[src/rtl/hfgc_pkg.sv]
// Shared constants, curve tables and pipeline types for the frequency gain curve.
package hfgc_pkg;

    localparam int TABLE_POINTS = 9;
    localparam int FREQ_W       = 16;
    localparam int FEEL_W       = 12;
    localparam int GAIN_W       = 12;
    localparam int GAIN_FRAC    = 8;
    localparam int CFG_IDX_W    = 3;
    localparam int IDX_W        = $clog2(TABLE_POINTS);
    localparam int CNT_W        = $clog2(TABLE_POINTS + 1);

    // Divider cells: divisor is a feel or a table span, both fit FEEL_W bits.
    localparam int DIV_W         = FEEL_W;
    localparam int NUM_W         = FEEL_W + DIV_W;
    localparam int QUO_W         = NUM_W;
    localparam int INTERP_STEPS  = NUM_W;
    localparam int GAIN_STEPS    = FEEL_W + GAIN_FRAC;

    typedef logic [FREQ_W-1:0] t_freq;
    typedef logic [FEEL_W-1:0] t_feel;
    typedef logic [GAIN_W-1:0] t_gain;

    localparam t_gain UNITY_GAIN = GAIN_W'(256);

    localparam t_freq CURVE_FREQ [TABLE_POINTS] = '{
        16'd8883,  16'd10317, 16'd11187, 16'd11750, 16'd14618,
        16'd16051, 16'd18918, 16'd21786, 16'd24653
    };
    localparam t_feel CURVE_FEEL [TABLE_POINTS] = '{
        12'd1280, 12'd2048, 12'd2560, 12'd2048, 12'd256,
        12'd512,  12'd768,  12'd768,  12'd768
    };

    typedef enum logic [CFG_IDX_W-1:0] {
        REG_ENABLE   = CFG_IDX_W'(0),
        REG_TARGET   = CFG_IDX_W'(1),
        REG_MIN_FEEL = CFG_IDX_W'(2),
        REG_MIN_GAIN = CFG_IDX_W'(3),
        REG_MAX_GAIN = CFG_IDX_W'(4)
    } t_cfg_reg;

    // Values that ride along with a request through the divider cells.
    typedef struct packed {
        logic  bypass;
        logic  neg;
        t_feel base;
    } t_side;

    typedef struct packed {
        logic [NUM_W-1:0] num;
        logic [DIV_W-1:0] rem;
        logic [DIV_W-1:0] dvsr;
        logic [QUO_W-1:0] quo;
        t_side            side;
    } t_div;

endpackage

[src/rtl/hfgc_div_cell.sv]
// One restoring-division cell: resolves one quotient bit and hands the request on.
module hfgc_div_cell import hfgc_pkg::*; (
    input  logic i_clk,
    input  logic i_rst_n,
    input  logic i_valid,
    output logic o_ready,
    input  t_div i_data,
    output logic o_valid,
    input  logic i_ready,
    output t_div o_data
);

    logic           r_valid;
    t_div           r_data;
    t_div           n_data;
    logic [DIV_W:0] trial;
    logic           take;

    always_comb begin
        trial  = {i_data.rem, i_data.num[NUM_W-1]};
        take   = trial >= {1'b0, i_data.dvsr};
        n_data = i_data;
        n_data.num = i_data.num << 1;
        n_data.rem = take ? DIV_W'(trial - {1'b0, i_data.dvsr}) : trial[DIV_W-1:0];
        n_data.quo = {i_data.quo[QUO_W-2:0], take};
    end

    assign o_ready = !r_valid || i_ready;
    assign o_valid = r_valid;
    assign o_data  = r_data;

    always_ff @(posedge i_clk) begin
        if (!i_rst_n) begin
            r_valid <= 1'b0;
        end else if (o_ready) begin
            r_valid <= i_valid;
        end
    end

    always_ff @(posedge i_clk) begin
        if (i_valid && o_ready) begin
            r_data <= n_data;
        end
    end

endmodule

[src/rtl/hfgc_lookup.sv]
// Segment search, table read and slope product ahead of the interpolation divider.
module hfgc_lookup import hfgc_pkg::*; (
    input  logic  i_clk,
    input  logic  i_rst_n,
    input  logic  i_valid,
    output logic  o_ready,
    input  t_freq i_frequency,
    input  logic  i_enable,
    output logic  o_valid,
    input  logic  i_ready,
    output t_div  o_data
);

    // Stage 0: compare against every table point
    logic                    r0_v;
    t_freq                   r0_x;
    logic [TABLE_POINTS-1:0] r0_lt;
    logic                    r0_bypass;
    logic [TABLE_POINTS-1:0] n0_lt;

    // Stage 1: segment operands
    logic              r1_v;
    t_feel             r1_mag;
    logic [DIV_W-1:0]  r1_dx;
    logic [DIV_W-1:0]  r1_span;
    t_side             r1_side;

    // Stage 2: slope product
    logic r2_v;
    t_div r2_data;

    logic ready0, ready1, ready2;

    logic [CNT_W-1:0] cnt;
    logic             lo_end, hi_end;
    logic [IDX_W-1:0] hi_idx, lo_idx;
    t_feel            f_lo, f_hi;
    t_freq            x_lo, span_full, dx_full;
    t_feel            n1_mag;
    logic [DIV_W-1:0] n1_dx;
    t_side            n1_side;
    t_div             n2_data;

    assign ready2  = !r2_v || i_ready;
    assign ready1  = !r1_v || ready2;
    assign ready0  = !r0_v || ready1;
    assign o_ready = ready0;
    assign o_valid = r2_v;
    assign o_data  = r2_data;

    always_comb begin
        for (int i = 0; i < TABLE_POINTS; i++) begin
            n0_lt[i] = CURVE_FREQ[i] < i_frequency;
        end
    end

    always_comb begin
        cnt    = CNT_W'($countones(r0_lt));
        lo_end = cnt == '0;
        hi_end = cnt == CNT_W'(TABLE_POINTS);
        if (lo_end) begin
            hi_idx = IDX_W'(1);
        end else if (hi_end) begin
            hi_idx = IDX_W'(TABLE_POINTS - 1);
        end else begin
            hi_idx = cnt[IDX_W-1:0];
        end
        lo_idx    = hi_idx - IDX_W'(1);
        f_lo      = CURVE_FEEL[lo_idx];
        f_hi      = CURVE_FEEL[hi_idx];
        x_lo      = CURVE_FREQ[lo_idx];
        span_full = CURVE_FREQ[hi_idx] - x_lo;
        dx_full   = r0_x - x_lo;

        n1_side.bypass = r0_bypass;
        n1_side.neg    = f_hi < f_lo;
        n1_side.base   = hi_end ? f_hi : f_lo;
        n1_mag         = n1_side.neg ? (f_lo - f_hi) : (f_hi - f_lo);
        n1_dx          = dx_full[DIV_W-1:0];
        // Outside the table: zero product, the end value passes unchanged
        if (lo_end || hi_end) begin
            n1_mag = '0;
            n1_dx  = '0;
        end
    end

    always_comb begin
        n2_data.num  = NUM_W'(r1_mag) * NUM_W'(r1_dx);
        n2_data.rem  = '0;
        n2_data.dvsr = r1_span;
        n2_data.quo  = '0;
        n2_data.side = r1_side;
    end

    always_ff @(posedge i_clk) begin
        if (!i_rst_n) begin
            r0_v <= 1'b0;
            r1_v <= 1'b0;
            r2_v <= 1'b0;
        end else begin
            if (ready0) begin
                r0_v <= i_valid;
            end
            if (ready1) begin
                r1_v <= r0_v;
            end
            if (ready2) begin
                r2_v <= r1_v;
            end
        end
    end

    always_ff @(posedge i_clk) begin
        if (i_valid && ready0) begin
            r0_x      <= i_frequency;
            r0_lt     <= n0_lt;
            r0_bypass <= (i_frequency == '0) || !i_enable;
        end
        if (r0_v && ready1) begin
            r1_mag  <= n1_mag;
            r1_dx   <= n1_dx;
            r1_span <= span_full[DIV_W-1:0];
            r1_side <= n1_side;
        end
        if (r1_v && ready2) begin
            r2_data <= n2_data;
        end
    end

endmodule

[src/rtl/haptic_frequency_gain_curve_core.sv]
// Top level of the frequency gain curve: configuration, two divider chains, output clamp.
// Maps a Q8.8 frequency to a Q4.8 gain: the felt strength is interpolated from a
// fixed 9-point curve, floored at min_feel, and target_feel is divided by it, then
// clamped to [min_gain, max_gain]; zero frequency or a cleared enable gives 256.
// One request is taken per clock while o_stall is low; each result passes through
// three lookup stages, a 24-cell interpolation divider, one feel stage, a 20-cell
// gain divider and the output register, each cell resolving one quotient bit.
// Stalls back up stage by stage, so empty stages still fill while a result waits.
// Configuration is written through a port that is always ready; indexes past the
// last register are ignored.
module haptic_frequency_gain_curve_core import hfgc_pkg::*; (
    input  logic                 i_clk,
    input  logic                 i_rst_n,
    input  logic                 i_valid,
    output logic                 o_stall,
    input  t_freq                i_frequency,
    output logic                 o_valid,
    input  logic                 i_stall,
    output t_gain                o_gain,
    input  logic                 i_cfg_valid,
    output logic                 o_cfg_ready,
    input  logic [CFG_IDX_W-1:0] i_cfg_index,
    input  logic [FEEL_W-1:0]    i_cfg_data
);

    logic  r_enable;
    t_feel r_target_feel;
    t_feel r_min_feel;
    t_gain r_min_gain;
    t_gain r_max_gain;

    logic a_v [INTERP_STEPS+1];
    logic a_r [INTERP_STEPS+1];
    t_div a_d [INTERP_STEPS+1];
    logic b_v [GAIN_STEPS+1];
    logic b_r [GAIN_STEPS+1];
    t_div b_d [GAIN_STEPS+1];

    logic  r_mid_v;
    t_div  r_mid;
    t_div  n_mid;
    t_feel q_feel, feel, floored;

    logic                  r_out_v;
    t_gain                 r_gain;
    t_gain                 n_gain;
    logic [GAIN_STEPS-1:0] g;
    logic                  lookup_ready;

    assign o_cfg_ready = 1'b1;

    always_ff @(posedge i_clk) begin
        if (!i_rst_n) begin
            r_enable      <= 1'b0;
            r_target_feel <= FEEL_W'(1280);
            r_min_feel    <= FEEL_W'(128);
            r_min_gain    <= GAIN_W'(128);
            r_max_gain    <= GAIN_W'(1024);
        end else if (i_cfg_valid) begin
            unique case (i_cfg_index)
                REG_ENABLE:   r_enable      <= i_cfg_data[0];
                REG_TARGET:   r_target_feel <= i_cfg_data;
                REG_MIN_FEEL: r_min_feel    <= i_cfg_data;
                REG_MIN_GAIN: r_min_gain    <= i_cfg_data;
                REG_MAX_GAIN: r_max_gain    <= i_cfg_data;
                default: ;
            endcase
        end
    end

    hfgc_lookup u_lookup (
        .i_clk       (i_clk),
        .i_rst_n     (i_rst_n),
        .i_valid     (i_valid),
        .o_ready     (lookup_ready),
        .i_frequency (i_frequency),
        .i_enable    (r_enable),
        .o_valid     (a_v[0]),
        .i_ready     (a_r[0]),
        .o_data      (a_d[0])
    );

    assign o_stall = !lookup_ready;

    for (genvar k = 0; k < INTERP_STEPS; k++) begin : g_interp
        hfgc_div_cell u_cell (
            .i_clk   (i_clk),
            .i_rst_n (i_rst_n),
            .i_valid (a_v[k]),
            .o_ready (a_r[k]),
            .i_data  (a_d[k]),
            .o_valid (a_v[k+1]),
            .i_ready (a_r[k+1]),
            .o_data  (a_d[k+1])
        );
    end

    // Finish the interpolation, floor the feel, and form the gain dividend
    always_comb begin
        q_feel  = a_d[INTERP_STEPS].quo[FEEL_W-1:0];
        feel    = a_d[INTERP_STEPS].side.neg ? (a_d[INTERP_STEPS].side.base - q_feel)
                                             : (a_d[INTERP_STEPS].side.base + q_feel);
        floored = (feel < r_min_feel) ? r_min_feel : feel;
        if (floored == '0) begin
            floored = FEEL_W'(1);
        end
        n_mid.num  = {r_target_feel, {(NUM_W - FEEL_W){1'b0}}};
        n_mid.rem  = '0;
        n_mid.dvsr = floored;
        n_mid.quo  = '0;
        n_mid.side = a_d[INTERP_STEPS].side;
    end

    assign a_r[INTERP_STEPS] = !r_mid_v || b_r[0];

    always_ff @(posedge i_clk) begin
        if (!i_rst_n) begin
            r_mid_v <= 1'b0;
        end else if (a_r[INTERP_STEPS]) begin
            r_mid_v <= a_v[INTERP_STEPS];
        end
    end

    always_ff @(posedge i_clk) begin
        if (a_v[INTERP_STEPS] && a_r[INTERP_STEPS]) begin
            r_mid <= n_mid;
        end
    end

    assign b_v[0] = r_mid_v;
    assign b_d[0] = r_mid;

    for (genvar k = 0; k < GAIN_STEPS; k++) begin : g_gain
        hfgc_div_cell u_cell (
            .i_clk   (i_clk),
            .i_rst_n (i_rst_n),
            .i_valid (b_v[k]),
            .o_ready (b_r[k]),
            .i_data  (b_d[k]),
            .o_valid (b_v[k+1]),
            .i_ready (b_r[k+1]),
            .o_data  (b_d[k+1])
        );
    end

    // Bypass gives unity gain; otherwise clamp against min_gain first, then max_gain
    always_comb begin
        g = b_d[GAIN_STEPS].quo[GAIN_STEPS-1:0];
        if (b_d[GAIN_STEPS].side.bypass) begin
            n_gain = UNITY_GAIN;
        end else if (g < GAIN_STEPS'(r_min_gain)) begin
            n_gain = r_min_gain;
        end else if (g > GAIN_STEPS'(r_max_gain)) begin
            n_gain = r_max_gain;
        end else begin
            n_gain = g[GAIN_W-1:0];
        end
    end

    assign b_r[GAIN_STEPS] = !r_out_v || !i_stall;

    always_ff @(posedge i_clk) begin
        if (!i_rst_n) begin
            r_out_v <= 1'b0;
        end else if (b_r[GAIN_STEPS]) begin
            r_out_v <= b_v[GAIN_STEPS];
        end
    end

    always_ff @(posedge i_clk) begin
        if (b_v[GAIN_STEPS] && b_r[GAIN_STEPS]) begin
            r_gain <= n_gain;
        end
    end

    assign o_valid = r_out_v;
    assign o_gain  = r_gain;

    // Input backs up only when the output side is stalled
    a_stall_from_output: assert property (@(posedge i_clk) disable iff (!i_rst_n)
        o_stall |-> i_stall)
        else $error("input stalled while output not stalled");

    // Interpolation quotient fits in FEEL_W bits (it never exceeds the segment's feel difference)
    a_interp_fits: assert property (@(posedge i_clk) disable iff (!i_rst_n)
        a_v[INTERP_STEPS] |-> (a_d[INTERP_STEPS].quo[QUO_W-1:FEEL_W] == '0))
        else $error("interpolation quotient overflow");

    a_divisor_nonzero: assert property (@(posedge i_clk) disable iff (!i_rst_n)
        r_mid_v |-> (r_mid.dvsr != '0))
        else $error("zero divisor entered gain divider");

    a_gain_in_range: assert property (@(posedge i_clk) disable iff (!i_rst_n)
        (o_valid && (r_min_gain <= r_max_gain)) |->
            ((o_gain == UNITY_GAIN) || ((o_gain >= r_min_gain) && (o_gain <= r_max_gain))))
        else $error("gain outside clamp limits");

endmodule
[config.mk]
export PLATFORM = sky130hd
export DESIGN_NAME = haptic_frequency_gain_curve_core
export DESIGN_NICKNAME = d
export VERILOG_FILES = /design/src/rtl/hfgc_pkg.sv /design/src/rtl/hfgc_div_cell.sv /design/src/rtl/hfgc_lookup.sv /design/src/rtl/haptic_frequency_gain_curve_core.sv
export SDC_FILE = /design/constraint.sdc
export NUM_CORES = 2
export LEC_CHECK = 0
export ABC_AREA = 1
export ABC_CLOCK_PERIOD_IN_PS = 10800
export BUFFER_PORTS_ARGS = -buffer_cell sky130_fd_sc_hd__buf_4
export CAP_MARGIN = 20
export CORE_MARGIN = 4
export CORE_UTILIZATION = 45
export CTS_CLUSTER_DIAMETER = 200
export CTS_CLUSTER_SIZE = 24
export DETAILED_ROUTE_END_ITERATION = 8
export PLACE_DENSITY = 0.65
export SKIP_CTS_REPAIR_TIMING = 1
export SLEW_MARGIN = 20
export SYNTH_ARGS = -nofsm -noshare
export SYNTH_HDL_FRONTEND = slang
export SYNTH_SLANG_ARGS = --single-unit
[constraint.sdc]
create_clock -name i_clk -period 10.8 [get_ports i_clk]
set_input_delay 1.62 -clock i_clk [delete_from_list [all_inputs] [get_ports i_clk]]
set_output_delay 1.62 -clock i_clk [all_outputs]
set_load 0.01 [all_outputs]
## Yosys cells after proc, flatten, opt, wreduce, memory -nomap -nowiden

Memory sizes are Yosys's and may differ from the RTL's.
Cells that the tools add are included.

| word-level totals | value |
|---|---|
| register bits after elaboration | 2,251 |
| ROM bits | 896 |
| input port bits | 36 |
| output and inout bits | 15 |
| logic and storage cells | 670 |
| memories | 4 |

| cells by class | value |
|---|---|
| $add $sub $neg | 57 |
| $mul | 1 |
| $lt $le $gt $ge | 59 |
| equality and inequality tests | 5 |
| mux-type cells | 58 |
| bitwise gates (word level) | 2 |
| reduce and logical (&&, ||, !) cells | 161 |

Memories:

| memory | depth | width | read ports | clocked after Yosys merged registers in | write ports | line | text |
|---|---|---|---|---|---|---|---|
| (name not given) | 16 | 16 | 1 | 0 | 0 | hfgc_lookup.sv:71 | `x_lo = CURVE_FREQ[lo_idx];` |
| (name not given) | 16 | 16 | 1 | 0 | 0 | hfgc_lookup.sv:72 | `span_full = CURVE_FREQ[hi_idx] - x_lo;` |
| (name not given) | 16 | 12 | 1 | 0 | 0 | hfgc_lookup.sv:69 | `f_lo = CURVE_FEEL[lo_idx];` |
| (name not given) | 16 | 12 | 1 | 0 | 0 | hfgc_lookup.sv:70 | `f_hi = CURVE_FEEL[hi_idx];` |

Operators with widths:

| cell | number |
|---|---|
| 12-bit two-way mux | 54 |
| 13-bit by 12-bit >= comparator with 1-bit output | 42 |
| 12-bit subtractor | 45 |
| 14-bit by 16-bit < comparator with 1-bit output, first input constant | 6 |
| 1-bit logical NOT | 52 |
| 1-bit logical OR | 51 |
| 1-bit logical AND | 49 |
| 15-bit by 16-bit < comparator with 1-bit output, first input constant | 3 |
| 1-bit by 12-bit >= comparator with 1-bit output | 2 |
| 12-bit < comparator | 2 |
| 12-bit by 12-bit multiplier with 24-bit output | 1 |
| 1-bit by 12-bit subtractor with 12-bit output | 2 |
| 20-bit by 12-bit greater-than comparator with 1-bit output | 1 |
| 20-bit by 12-bit < comparator with 1-bit output | 1 |
| 16-bit logical NOT | 1 |
| 12-bit adder | 1 |
| 4-bit adder | 3 |
| 12-bit logical NOT | 1 |
| 5-bit >= comparator, second input constant | 2 |
| 4-bit NOT with 5-bit output | 2 |
| 2-bit AND reduction | 5 |
| 1-bit by 1-bit adder with 2-bit output | 4 |
| 4-bit two-way mux | 2 |
| 3-bit by 2-bit == test with 1-bit output, second input constant | 2 |
| 8 further kinds | 9 |

## Depth between registers and ports, before layout

| depth | value |
|---|---|
| depth after elaboration | 51 |
| mapped depth | 38 |
| depth with buffers taken out | 38 |

## Cells and area by module

A second synthesis with hierarchy kept.

| second synthesis, totals | value |
|---|---|
| cells, all modules | 13,773 |
| area total of the unflattened synthesis | 173,098.5 um^2 |

By module, submodules not included:

| module | times used | cells each | area an instance (um^2) | seq. area each (um^2) |
|---|---|---|---|---|
| hfgc_div_cell at g_gain[0].u_cell ... | 43 | 276 | 3,629.7 | 2,572.5 |
| hfgc_lookup | 1 | 895 | 7,616.1 | 2,762.6 |
| haptic_frequency_gain_curve_core | 1 | 733 | 5,790.6 | 2,522.4 |
| hfgc_div_cell at g_interp[13].u_cell | 1 | 277 | 3,613.5 | 2,572.5 |

## Worst setup path after synthesis

Ideal clock, no wire load.

| path | value |
|---|---|
| kind | reg-to-reg |
| from | register u_lookup.r0_lt[6] |
| to | register u_lookup.r1_span[11] (data pin) |
| setup time | 0.262 ns |
| arrival | 6.120 ns |
| data required time | 10.538 ns |
| path slack | 4.418 ns |
| stages on the path, launching flop included | 34 |
| path buffers | 1 |
| clock period less this slack | 6.382 ns |
| path through | edfxtp_1 -> ha_1 -> inv_1 -> fa_1 -> inv_1 -> fa_1 -> ha_1 -> fa_1 -> nor2_1 -> inv_1 -> nor3_1 -> inv_1 -> a21oi_1 -> inv_1 -> nor2_1 -> inv_1 -> ha_1 -> inv_1 -> o21ai_0 -> ha_1 -> clkbuf_1 -> nand2_1 -> nor2_1 -> a211oi_1 -> nor2_1 -> a211oi_1 -> nor2_1 -> a211o_1 -> a21oi_1 -> inv_1 -> a21oi_1 -> o21ai_0 -> a21oi_1 -> xor2_1 |

| on the way | value |
|---|---|
| cells in the longest elaborated chain, start to end | 13 |
| elaborated cells between the ends (all ways) | 18 |
| classes of those cells | add/sub: 6; eq/ne: 1; mux: 6; bitwise: 2; reduce/logical: 1; memory: 2 |

RTL lines:

| item | line | text |
|---|---|---|
| start, declared | hfgc_lookup.sv:17 | `logic [TABLE_POINTS-1:0] r0_lt;` |
| start signal, assigned | hfgc_lookup.sv:116 | `r0_lt <= n0_lt;` |
| 1-bit by 1-bit adder with 2-bit output (not written as such) * | hfgc_lookup.sv:58 | `cnt = CNT_W'($countones(r0_lt));` |
| 4-bit adder (not written as such) * (2 in series) | hfgc_lookup.sv:58 |  |
| 4-bit by 1-bit adder with 4-bit output (not written as such) * | hfgc_lookup.sv:58 |  |
| 4-bit == test | hfgc_lookup.sv:60 | `hi_end = cnt == CNT_W'(TABLE_POINTS);` |
| 4-bit two-way mux | hfgc_lookup.sv:63 | `end else if (hi_end) begin` |
| 4-bit two-way mux * | hfgc_lookup.sv:61 | `if (lo_end) begin` |
| 4-bit by 1-bit subtractor with 4-bit output | hfgc_lookup.sv:68 | `lo_idx = hi_idx - IDX_W'(1);` |
| 4-bit NOT with 5-bit output (not written as such) | hfgc_lookup.sv:71 |  |
| memory 16 x 16 bit | n/a |  |
| 12-bit two-way mux (not written as such) (2 in series) | hfgc_lookup.sv:71 |  |
| 12-bit subtractor * | hfgc_lookup.sv:72 |  |
| via u_lookup.span_full[11] | hfgc_lookup.sv:38 | `t_freq x_lo, span_full, dx_full;` |
| end signal, assigned | hfgc_lookup.sv:122 | `r1_span <= span_full[DIV_W-1:0];` |
| end, declared | hfgc_lookup.sv:25 | `logic [DIV_W-1:0] r1_span;` |

The timed path passes the listed nets; every way through them passes the cells marked *. The select of a mux whose other input is x is not followed.
A chain may end at the register's enable or synchronous reset.

## Worst setup path in the final report

Ends and elaborated chain as after synthesis.

==> results by group <==
Die
  – I/O pins: 51
  – Row count: 161
  – Initial Util: 45.4%
  – Die Height: 449 um
  – CORE AREA: 193000 um2
  – Die width: 449 um
  – Die area: 201000 um2

Setup path
  – Worst R2R Setup Slack: 3.50 ns
  – Nature of the critical path endpoint: flop
  – Slowest Stage Delay on Critical Path: 0.58 ns
  – Biggest fanout along the worst timing path: 8
  – Category of the critical setup timing path: reg -> reg
  – Crit path DAT: 7.78 ns
  – Capture point of the worst reg-to-reg path: u_lookup.r1_span[11]
  – Cell type with the highest occurrence count on the critical path: sky130_fd_sc_hd__inv_1
  – Startpoint class of the critical path: flop
  – Worst reg2reg startpoint: u_lookup.r0_lt[6]
  – Critical-path cell with the highest stage delay: sky130_fd_sc_hd__o21ai_0
  – Count of buffer and inverter cells on the critical path: 8
  – Endpoint required time on the critical path: 11.28 ns
  – Worst R2R Path Depth: 32
  – Top Family by Delay on Critical Path: adder cells

Placed design
  – Port-buffer cells: 49
  – Placer congestion estimate: 0.860
  – Dpl cells: 9808
  – Final HPWL from detailed placement: 119000 um

Timing
  – Setup Total Neg Slack: 0 ns
  – Final setup viols: 0
  – Final hold violations: 0
  – Actual transition at the worst max-transition pin: 1.05 ns
  – Worst slew margin: 29.9%
  – Total count of max-transition violations in the final report: 0
  – Setup skew after layout: 0.0402 ns
  – RSZ-0062 raised after global routing: false
  – Part of the cycle the worst path needs: 67.6%
  – Final min period: 7.30 ns
  – Maximum clock rate: 0.137 GHz

Yosys
  – Per-instance average area after synthesis: 12.0 um2
  – Synth cell count leaders: sky130_fd_sc_hd__edfxtp_1, sky130_fd_sc_hd__inv_1, sky130_fd_sc_hd__a21oi_1, sky130_fd_sc_hd__nor2_1, sky130_fd_sc_hd__nand2_1
  – Most instantiated library cell after synthesis: sky130_fd_sc_hd__edfxtp_1
  – Cell type with the largest total area after synthesis: sky130_fd_sc_hd__edfxtp_1
  – Async set-reset flop share out of synthesis: 0%
  – Post-synthesis instance total: 7301
  – Main area contributors after synthesis: sky130_fd_sc_hd__edfxtp_1, sky130_fd_sc_hd__ha_1, sky130_fd_sc_hd__a21oi_1
  – Number of enable flip-flop cells after synthesis: 1773
  – Number of synthesized register bits: 1871
  – Distinct cells, synth: 52
  – Netlist area before placement: 87400 um2
  – Fraction of synthesized cell area taken by the top area cell type: 60.9%
  – Most common flop cell mapped by yosys: sky130_fd_sc_hd__edfxtp_1
  – Register area share after synthesis: 63.1%
  – Number of warnings issued by yosys: 0

Route
  – Vias per cell: 5.07
  – Total number of vias: 50600
  – Iter 0 DRT Violations: 3225
  – Aggregate routed wire length: 160000 um
  – Length of the first detailed-routing pass in iterations: 8
  – Count of unresolved DRC violations after routing: 0
  – Remaining number of nets flagged by the antenna check after routing: 0
  – Average wire length per cell after detail routing: 16.0 um

Finish
  – Fraction of layout instances using a drive strength above 1: 3.68%
  – Total Nets Final: 8116
  – Fillers: 16700
  – Area added between synthesis and finish: 7.49%
  – Non-filler instance count after layout: 9982
  – Utilization after layout: 48.8%

Pwr
  – Switch Pwr: 0.00449 W
  – Leakage power figure: 36.3 nW
  – Switching fraction of total power: 28.8%
  – Clk network pwr share: 24.0%
  – P per Cell Area: 166 nW/um2
  – Logic pwr share: 22.7%
  – Part of the power in registers: 53.3%
  – Int Power: 0.0111 W
  – Peak supply drop: 282 uV

Global routing
  – Pin count of the biggest net entering global routing: 51
  – Gr usage total: 15.7%
  – Antenna violations before repair: 1
  – Total congestion overflow: 0
  – Vias in the first global route: 49800
  – First-pass GRT wire length: 258000 um

Run status
  – Result of the run: finished, final reports clean

Hold path
  – Hold Crit Depth: 0
  – Endpoint of the worst hold-timing path: g_gain[2].u_cell.o_data[79]
  – HP Class: reg -> reg
  – Min-Delay Startpoint: g_gain[1].u_cell.o_data[78]

Clock tree
  – Depth of the CTS H-tree: 3
  – Cts bufs inserted: 87
  – Clock transition time at the flip-flop clock pins of the worst setup and hold paths: 0.10 ns
  – TritonCTS clock tree: yes
  – Insertion delay of the later-clocked pin in the worst-skew pair: 0.75 ns
  – Bufs on Longest Clock Path: 3
  – Sinks on Clock Net: 1871
  – Root buffer selected by CTS: sky130_fd_sc_hd__clkbuf_16

Flow run
  – Max-cap check violation count: 0
## through the flow
step | hold WS, ns | setup WS (ns) | power [W] | cell area (um2)
after CTS | 0.419 | 3.48 | 0.0159 | 93800
after global placement | 0.400 | 3.48 | 0.0120 | 91100
after detailed placement | 0.405 | 3.52 | 0.0121 | 91200
after global routing | 0.428 | 2.83 | 0.0166 | 94000
final | 0.413 | 3.50 | 0.0156 | 94000
after floorplan | 0.400 | 4.42 | 0.0110 | 87400
## worst max path at each step
stage,from,endpoint,cells past startpoint
2_1_floorplan,u_lookup.r0_lt[6],u_lookup.r1_span[11],33
3_3_place_gp,u_lookup.r0_lt[6],u_lookup.r1_span[11],32
6_report,u_lookup.r0_lt[6],u_lookup.r1_span[11],32
5_1_grt,u_lookup.r0_lt[6],u_lookup.r1_span[11],32
3_5_place_dp,u_lookup.r0_lt[6],u_lookup.r1_span[11],32
4_1_cts,u_lookup.r0_lt[6],u_lookup.r1_span[11],32
## cells by family after synthesis
family | count (synthesis) | share of synthesized area (%)
AOI/OAI and AO/OA | 1409 | 8.66
xor gates and xnor gates | 444 | 4.45
adders and majority gates | 700 | 10.6
buffers and inverters | 1193 | 5.13
DFF | 1871 | 63.1
other | 2 | 0.00859
and+or+nand+nor | 1682 | 8.01
## layout by cell type, fill, tap and decap left out, types with 6 or more instances in the layout
| cell | Yosys | routed |
|---|---|---|
| sky130_fd_sc_hd__xnor2_1 | 236 | 236 |
| sky130_fd_sc_hd__nor2_4 | 12 | 28 |
| sky130_fd_sc_hd__nor3b_1 | 6 | 6 |
| sky130_fd_sc_hd__buf_16 | 0 | 7 |
| sky130_fd_sc_hd__nand3_1 | 129 | 129 |
| sky130_fd_sc_hd__o311ai_2 | 0 | 11 |
| sky130_fd_sc_hd__clkbuf_1 | 116 | 70 |
| sky130_fd_sc_hd__inv_1 | 1071 | 1069 |
| sky130_fd_sc_hd__dfxtp_1 | 98 | 98 |
| sky130_fd_sc_hd__a211oi_1 | 25 | 25 |
| sky130_fd_sc_hd__a2111oi_0 | 11 | 11 |
| sky130_fd_sc_hd__a21oi_1 | 955 | 950 |
| sky130_fd_sc_hd__buf_4 | 1 | 98 |
| sky130_fd_sc_hd__o21bai_1 | 40 | 40 |
| sky130_fd_sc_hd__nand4_1 | 30 | 30 |
| sky130_fd_sc_hd__o211ai_1 | 54 | 54 |
| sky130_fd_sc_hd__a31oi_1 | 21 | 21 |
| sky130_fd_sc_hd__nor4_1 | 24 | 24 |
| sky130_fd_sc_hd__clkbuf_16 | 0 | 87 |
| sky130_fd_sc_hd__nor2_1 | 780 | 761 |
| sky130_fd_sc_hd__fa_1 | 69 | 69 |
| sky130_fd_sc_hd__o31ai_1 | 9 | 9 |
| sky130_fd_sc_hd__edfxtp_1 | 1773 | 1773 |
| sky130_fd_sc_hd__o21ai_0 | 249 | 249 |
| sky130_fd_sc_hd__xor2_1 | 208 | 208 |
| sky130_fd_sc_hd__nand2_1 | 636 | 636 |
| sky130_fd_sc_hd__nor3_1 | 44 | 44 |
| sky130_fd_sc_hd__o21ai_1 | 10 | 9 |
| sky130_fd_sc_hd__nand4_4 | 11 | 11 |
| sky130_fd_sc_hd__ha_1 | 631 | 631 |
## power by group through the flow
stage	logic [W]	registers, W	clock network [W]
floorplan	0.00262	0.00842	0
global placement	0.00353	0.00849	0
detailed placement	0.00359	0.00849	0
CTS	0.00364	0.00833	0.00390
global route	0.00413	0.00834	0.00417
finish	0.00355	0.00832	0.00375
## final cells by class
cell class | instances | area, um2 | area share, %
sequential | 1871 | 55200 | 58.7
multi-input combinational | 4238 | 28000 | 29.8
inverter | 1074 | 4030 | 4.29
tap | 2526 | 3160 | 3.36
clock buffer | 157 | 2440 | 2.60
timing repair buffer | 108 | 988 | 1.05
clock inverter | 7 | 136 | 0.145
antenna | 1 | 2.50 | 0.00266
## layer usage
metal	vias to the layer above	share of wire (%)	track usage, %	routed length [um]
met5	-	0	0	0
met4	0	2.5	4.00	3990
met3	226	3.0	1.80	4840
met2	769	51	28.6	81300
met1	24200	44	20.0	69500
li1	25500	-	-	-
## registers in the layout, summed over array words and instances (netlist names), 4 cells and up
signal,count
r_min_feel,12
u_lookup.r0_lt,9
g_gain.u_cell.o_data,752
u_lookup.r1_mag,4
r_min_gain,12
g_interp.u_cell.o_data,894
u_lookup.r1_dx,12
r_target_feel,12
u_lookup.r0_x,12
g_interp.u_cell.o_valid,24
g_gain.u_cell.o_valid,20
o_gain,12
b_d,25
u_lookup.r1_span,12
u_lookup.n2_data,6
r_max_gain,12
u_lookup.o_data,34
No activity file was read; power rests on OpenSTA's default activity.
